File: src/design/sliding_window_min_max_defines.svh
// Assertion macros for the sliding-window min/max block.
// Used by the top level; expects clk and rst_n in the including scope.
`ifndef SLIDING_WINDOW_MIN_MAX_DEFINES_SVH
`define SLIDING_WINDOW_MIN_MAX_DEFINES_SVH

// Antecedent holds in the same cycle as the consequent.
`define SWMM_ASSERT_SAME(label, ante, cons, msg) \
    label: assert property (@(posedge clk) disable iff (!rst_n) (ante) |-> (cons)) \
        else $error(msg);

// Consequent holds in the cycle after the antecedent.
`define SWMM_ASSERT_NEXT(label, ante, cons, msg) \
    label: assert property (@(posedge clk) disable iff (!rst_n) (ante) |=> (cons)) \
        else $error(msg);

`endif

File: src/design/swmm_pkg.sv
// Shared types and constants for the sliding-window min/max block.
// No dependencies.
`default_nettype none

package swmm_pkg;

    // Width of the window length register.
    localparam int CFG_W = 7;

    // Per-cell controls driven by the top level.
    typedef struct packed {
        logic shift;    // take the neighbor's sample
        logic advance;  // move the scan wave one cell
        logic active;   // this cell lies inside the window
    } swmm_cell_ctrl_t;

endpackage

`default_nettype wire

File: src/design/swmm_cell.sv
// One cell of the window chain: holds one sample and one stage of the
// min/max scan wave. Depends on swmm_pkg.
`default_nettype none

module swmm_cell
    import swmm_pkg::*;
#(
    parameter int SAMPLE_WIDTH = 32
) (
    input  wire logic                           clk,
    input  wire logic                           rst_n,
    input  wire swmm_cell_ctrl_t                ctrl,
    input  wire logic signed [SAMPLE_WIDTH-1:0] sample_in,
    input  wire logic                           wave_vld_in,
    input  wire logic signed [SAMPLE_WIDTH-1:0] wave_min_in,
    input  wire logic signed [SAMPLE_WIDTH-1:0] wave_max_in,
    output logic signed [SAMPLE_WIDTH-1:0]      sample_out,
    output logic                                wave_vld_out,
    output logic signed [SAMPLE_WIDTH-1:0]      wave_min_out,
    output logic signed [SAMPLE_WIDTH-1:0]      wave_max_out
);

    logic signed [SAMPLE_WIDTH-1:0] sample_reg;
    logic                           wave_vld_reg;
    logic signed [SAMPLE_WIDTH-1:0] wave_min_reg;
    logic signed [SAMPLE_WIDTH-1:0] wave_min_next;
    logic signed [SAMPLE_WIDTH-1:0] wave_max_reg;
    logic signed [SAMPLE_WIDTH-1:0] wave_max_next;

    always_comb
    begin
        wave_min_next = wave_min_in;
        wave_max_next = wave_max_in;
        // Fold in the held sample only inside the window; pass through beyond it.
        if (ctrl.active)
        begin
            if (sample_reg < wave_min_in)
            begin
                wave_min_next = sample_reg;
            end
            if (sample_reg > wave_max_in)
            begin
                wave_max_next = sample_reg;
            end
        end
    end

    always_ff @(posedge clk)
    begin
        if (ctrl.shift)
        begin
            sample_reg <= sample_in;
        end
        if (ctrl.advance)
        begin
            wave_min_reg <= wave_min_next;
            wave_max_reg <= wave_max_next;
        end
    end

    always_ff @(posedge clk or negedge rst_n)
    begin
        if (!rst_n)
        begin
            wave_vld_reg <= 1'b0;
        end
        else if (ctrl.advance)
        begin
            wave_vld_reg <= wave_vld_in;
        end
    end

    assign sample_out   = sample_reg;
    assign wave_vld_out = wave_vld_reg;
    assign wave_min_out = wave_min_reg;
    assign wave_max_out = wave_max_reg;

endmodule

`default_nettype wire

File: config.mk
export PLATFORM = sky130hd
export DESIGN_NAME = swmm_cell
export DESIGN_NICKNAME = d
export VERILOG_FILES = /design/src/design/sliding_window_min_max_defines.svh /design/src/design/swmm_pkg.sv /design/src/design/swmm_cell.sv
export SDC_FILE = /design/constraint.sdc
export NUM_CORES = 1
export LEC_CHECK = 0
export ABC_AREA = 1
export BUFFER_PORTS_ARGS = -buffer_cell sky130_fd_sc_hd__buf_4
export CAP_MARGIN = 30
export CORE_MARGIN = 4
export CORE_UTILIZATION = 50
export DETAILED_ROUTE_END_ITERATION = 8
export PLACE_DENSITY = 0.79
export SLEW_MARGIN = 25
export SYNTH_ARGS = -nofsm -noshare
export SYNTH_HDL_FRONTEND = slang
export SYNTH_SLANG_ARGS = --single-unit
File: constraint.sdc
create_clock -name clk -period 2.3 [get_ports clk]
set_input_delay 0.23 -clock clk [delete_from_list [all_inputs] [get_ports clk]]
set_output_delay 0.23 -clock clk [all_outputs]
set_load 0.005 [all_outputs]
Word-level counts from Yosys, hierarchy flattened
Cells that the tools add are included.
{"block": "word_totals", "regBits": 97, "out_inout_bits": 97, "word_cells": 10, "in_bits": 102}
{"block": "classes", "n_lt_le_gt_ge": 2, "n_mux": 4}
{"operator": "$mux W32", "n": 4}
{"operator": "$gt A32 B32 Y1", "n": 1}
{"operator": "$lt A32 B32 Y1", "n": 1}

Logic depth before layout (Yosys ltp)
{"block": "logic_depth", "ltp_word": 3, "mapped_depth": 18, "ltp_nobuf": 17}

Least setup slack after synthesis
OpenSTA, ideal clock, no wires.
{"block": "synth_path", "path_kind": "register -> register", "from": "register sample_reg[31] (netlist: sample_out[31])", "to": "register wave_max_reg[10] (netlist: wave_max_out[10]), data pin", "path_buffers": 1, "synth_period_minus_slack_ns": 2.138, "required_ns": 2.047, "path_slack_ns": 0.162, "path_stages_with_launch": 14, "arrival_time_ns": 1.885, "setup_ns": 0.253, "path_cell_list": "edfxtp_1 ha_1 nand2_1 nor2_2 nand4_1 nor4_2 nand2_1 nand2_1 nand2_1 nand2_2 nand2_2 buf_6 nand2_1 nand2_1"}
{"block": "synth_via", "elab_chain_len": 3}
{"item": "from (decl)", "line": "swmm_cell.sv:23", "rtl": "logic signed [SAMPLE_WIDTH-1:0] sample_reg;"}
{"item": "from (signal assigned)", "line": "swmm_cell.sv:52", "rtl": "sample_reg <= sample_in;"}
{"item": "$gt A32 B32 Y1", "line": "swmm_cell.sv:41", "rtl": "if (sample_reg > wave_max_in)"}
{"item": "$mux W32", "line": "swmm_cell.sv:41"}
{"item": "$mux W32", "line": "swmm_cell.sv:35", "rtl": "if (ctrl.active)"}
{"item": "via wave_max_next[10]", "line": "swmm_cell.sv:28", "rtl": "logic signed [SAMPLE_WIDTH-1:0] wave_max_next;"}
{"item": "to (signal assigned)", "line": "swmm_cell.sv:57", "rtl": "wave_max_reg <= wave_max_next;"}
{"item": "to (decl)", "line": "swmm_cell.sv:27", "rtl": "logic signed [SAMPLE_WIDTH-1:0] wave_max_reg;"}
The timed path passes the listed nets, and every way through them passes these cells.
A chain may end at the register's enable or synchronous reset.

Final worst setup path
{"block": "layout_path", "from": "register sample_reg[31] (netlist: sample_out[31])", "to": "register wave_max_reg[9] (netlist: wave_max_out[9]), data pin"}
The elaborated chain is that of the path after synthesis.

==> metrics.yaml <==
status:
  result_of_the_run: "finished with violations"
  failed_checks: "negative setup slack"
detailed_routing:
  route.detailed.drc: 0
  wl_met2_mm: 8.37
  drt_pass_1_iters: 5
  detail_route.iter0.violations: 311
  met1_length_mm: 6.39
  detail-route-antenna-nets: 0
  routed_via_density: 5.34
  highest_layer: "met4"
  routed_wirelength_mm: 16.8
  wl_met3_mm: 1.55
  route.vias.total: 5167
  post_drt_wl_per_cell_um: 17.3
finish:
  antennaDiodeCount: 0
  seq_area_um2: 2910
  drive_above_1_share_pct: 33.7
  syn_to_final_growth_pct: 42.1
  multi_input_comb_area_um2: 2430
  finish.net_count: 987
  layout.core_utilization_pct: 72.9
  final.fill_count: 792
job:
  cap_violations: 0
place:
  dpl.hpwl_mm: 12.4
  gpl.final_weighted_congestion: 0.858
  numPortBuffers: 198
worst_hold_path:
  worstHoldPathType: "in2reg"
synthesis:
  synth_fa_ha_area_share_pct: 14.2
  netlist.area_leader.share_pct: 51.9
  netlist-cell-type-count: 24
  synth.net_count: 752
  ys_warn_count: 0
  register_bit_count_reported_by_yosys: 97
  synth.top_cells.by_area: "sky130_fd_sc_hd__edfxtp_1 (52%), sky130_fd_sc_hd__ha_1 (14%), sky130_fd_sc_hd__nand2_1 (12%)"
  dominant_combinational_cell_family_by_area_after_synthesis: "simple AND/OR/NAND/NOR gates"
  cell_type_with_the_largest_total_area_after_synthesis: "sky130_fd_sc_hd__edfxtp_1"
  postSynthAreaPerCell_um2: 9.47
  multiplexer_area_fraction_after_synthesis_pct: 0.203
  synthSimpleGateAreaFrac_pct: 22.3
  synth-xor-area-share_pct: 0
  postSynthCellCount: 587
  synthesis.area_um2: 5560
  fraction_of_the_mapped_netlist_area_in_compound_gates_pct: 3.76
  synth.yosys.seq_area_share_pct: 52.3
sta:
  tightestPinTransition_ns: 0.489
  drv_slew: 0
  final-setup-viol-count: 64
  grt_setup_unrepaired: "yes"
  finalHoldWorstSlack_ns: 0.0257
  fmax_ghz: 0.410
  clock_skew_ns: 0.0136
  slew_headroom_pct: 67.4
  hold_viol_final: 0
  post-route-worst-setup-slack_ns: -0.141
  final_min_period_over_clock_period_pct: 106
  final_period_minus_worst_setup_slack_ns: 2.44
critical_path:
  worstSetupEndpoint: "wave_max_out[9]"
  crit_fanout: 6
  cp_num_cells: 13
  critPathTopFamily: "simple AND/OR/NAND/NOR gates"
  arrival_ns: 2.56
  critPathSlowestCell: "sky130_fd_sc_hd__edfxtp_1"
  r2r-start: "sample_out[31]"
  crit_start: "sample_out[31]"
  critical_path_rt_ns: 2.42
  worstSetupPathType: "reg2reg"
  r2r.worst_path.cells: 13
  worst_setup_path_start_kind: "flop"
  worst-r2r-setup-slack_ns: -0.14
  cp_cell_sequence: "ha_4 -> nand2_4 -> nor2_4 -> nand4_1 -> a21oi_1 -> nor2_1 -> nand2_1 -> nand2_1 -> nand2_2 -> nand2_4 -> buf_8 -> nand2_1 -> nand2_1"
  worstPathBufferInverterCount: 1
  worstReg2RegEnd: "wave_max_out[9]"
  crit_path_end_kind: "flop"
  worst_path_largest_cell_delay_ns: 0.46
  cpMostUsedCell: "sky130_fd_sc_hd__nand2_1"
die:
  io-pin-count: 199
  fp.dieW_um: 113
  fp.dieH_um: 113
  initial_utilization_pct: 51.3
  floorplan.die_area_um2: 12900
  num_rows: 38
  core_um2: 10800
pwr:
  p_leak_nw: 4.00
  clockPowerShare_pct: 20.7
  seqPwrFrac_pct: 49.4
  combPwrFrac_pct: 29.9
  intPower_w: 0.00321
  ir_drop_mv: 0.486
  finalPower_w: 0.00459
  power.density_cell_area_nw_per_um2: 581
  netSwitchingFraction_pct: 30.1
  switching_power_w: 0.00138
clocking:
  worstSkewPairLatency_ns: 0.37
  cts_tree: "yes"
  cts_root_buffer: "sky130_fd_sc_hd__clkbuf_8"
  total_cts_buffers: 9
  h-tree-depth: 3
  clk_transition_reported_paths_ns: 0.09
  tritoncts_num_sinks: 97
  cts.path.max_buffers: 2
grt:
  antenna_found_initial: 0
  gr-usage-all-layers_pct: 24.8
  grt_max_degree: 40
  grt_overflow: 0
  grt_pass1_vias: 5179
  grt_pass1_wl_mm: 25.0
-- sequential cells by signal, indices dropped and copies added (netlist names) --
name	cells
wave_max_out	32
wave_min_out	32
wave_vld_out	1
sample_out	32
-- cell type report --
type,instances,share of cell area (%)
inverters,78,3.71
clock buffers,10,1.62
repair buffers,246,24.6
flip-flops and latches,97,36.8
well taps,140,2.22
multi-input cells,390,30.8
clock inverters,6,0.317
-- per-layer routing --
layer  vias up  GRT usage [%]
met5         -              0
met4         0           9.29
met3        41           6.10
met2       285           42.9
met1      2375           30.0
li1       2466              -
-- synthesized netlist by cell type --
cell type	n
sky130_fd_sc_hd__nor2_1	18
sky130_fd_sc_hd__buf_6	3
sky130_fd_sc_hd__inv_1	77
sky130_fd_sc_hd__nand2_1	185
sky130_fd_sc_hd__clkbuf_1	13
sky130_fd_sc_hd__nor4_1	1
sky130_fd_sc_hd__nand2_2	2
sky130_fd_sc_hd__nor3b_1	1
sky130_fd_sc_hd__mux2_2	1
sky130_fd_sc_hd__nor4_2	1
sky130_fd_sc_hd__dfrtp_1	1
sky130_fd_sc_hd__nand3_1	39
sky130_fd_sc_hd__nor3_1	2
sky130_fd_sc_hd__o21ai_0	8
sky130_fd_sc_hd__nor2_2	1
sky130_fd_sc_hd__buf_2	6
sky130_fd_sc_hd__nand4_1	36
sky130_fd_sc_hd__o21bai_1	1
sky130_fd_sc_hd__o21a_1	2
sky130_fd_sc_hd__a31oi_1	1
sky130_fd_sc_hd__a21oi_1	28
sky130_fd_sc_hd__ha_1	63
sky130_fd_sc_hd__edfxtp_1	96
sky130_fd_sc_hd__inv_2	1
-- stage by stage --
stage               cell area, um^2  setup TNS [ns]  std cells  setup WS, ns
floorplan                      5560               0        587         0.162
detailed placement             7360           -5.30        930        -0.185
CTS                            7590           -2.17        950       -0.0912
finish                         7900           -3.78        967        -0.141
global placement               7360           -3.94        930        -0.146
global route                   7900           -9.94        967        -0.229
-- worst min path at each step --
stage,to,cells past startpoint,slack (ns),from
floorplan,wave_vld_out,0,-0.07,rst_n
CTS,sample_out[30],1,0.009,sample_in[30]
finish,sample_out[30],1,0.03,sample_in[30]
detailed placement,wave_vld_out,1,0.007,rst_n
global placement,wave_vld_out,1,0.005,rst_n
global route,sample_out[8],1,0.002,sample_in[8]
-- power groups by stage --
stage                     Combinational [W]  Sequential, W  Clock, W
after CTS                           0.00125        0.00227  0.000974
after detailed placement            0.00122        0.00231         0
after global placement              0.00117        0.00231         0
after global routing                0.00151        0.00229   0.00105
final                               0.00137        0.00227  0.000949
after floorplan                    0.000545        0.00230         0
-- kinds of logic (layout without fill, tap and decap cells) --
kind of cell / Yosys count / count (layout)
AOI/OAI and AO/OA: 40 / 40
adders and majority gates: 63 / 63
buffers and inverters: 100 / 340
DFF: 97 / 97
muxes: 1 / 1
and+or+nand+nor: 286 / 286
-- placed cells by master, fill, tap and decap left out, types with 2 or more instances in the layout --
master	n
sky130_fd_sc_hd__edfxtp_1	96
sky130_fd_sc_hd__clkinv_1	4
sky130_fd_sc_hd__nand3_1	37
sky130_fd_sc_hd__ha_1	54
sky130_fd_sc_hd__o21a_1	2
sky130_fd_sc_hd__clkbuf_8	9
sky130_fd_sc_hd__ha_4	9
sky130_fd_sc_hd__nand2_4	2
sky130_fd_sc_hd__nand4_1	36
sky130_fd_sc_hd__nand2_2	2
sky130_fd_sc_hd__buf_4	234
sky130_fd_sc_hd__nor3_1	2
sky130_fd_sc_hd__a21oi_1	25
sky130_fd_sc_hd__buf_6	4
sky130_fd_sc_hd__inv_1	77
sky130_fd_sc_hd__o21ai_0	7
sky130_fd_sc_hd__buf_12	3
sky130_fd_sc_hd__buf_8	3
sky130_fd_sc_hd__nand2_1	183
sky130_fd_sc_hd__clkinv_2	2
sky130_fd_sc_hd__a21oi_2	3
sky130_fd_sc_hd__nor2_1	18
-- timing repair --
action	4_1_cts	5_1_grt
gates cloned	0	2
hold endpoints to repair	1	0
pin swaps	0	6
setup buffers	3	15
hold buffers	1	0
setup endpoints to repair	54	64
gates resized for setup	6	28
Power figures use the tool's default switching activity.
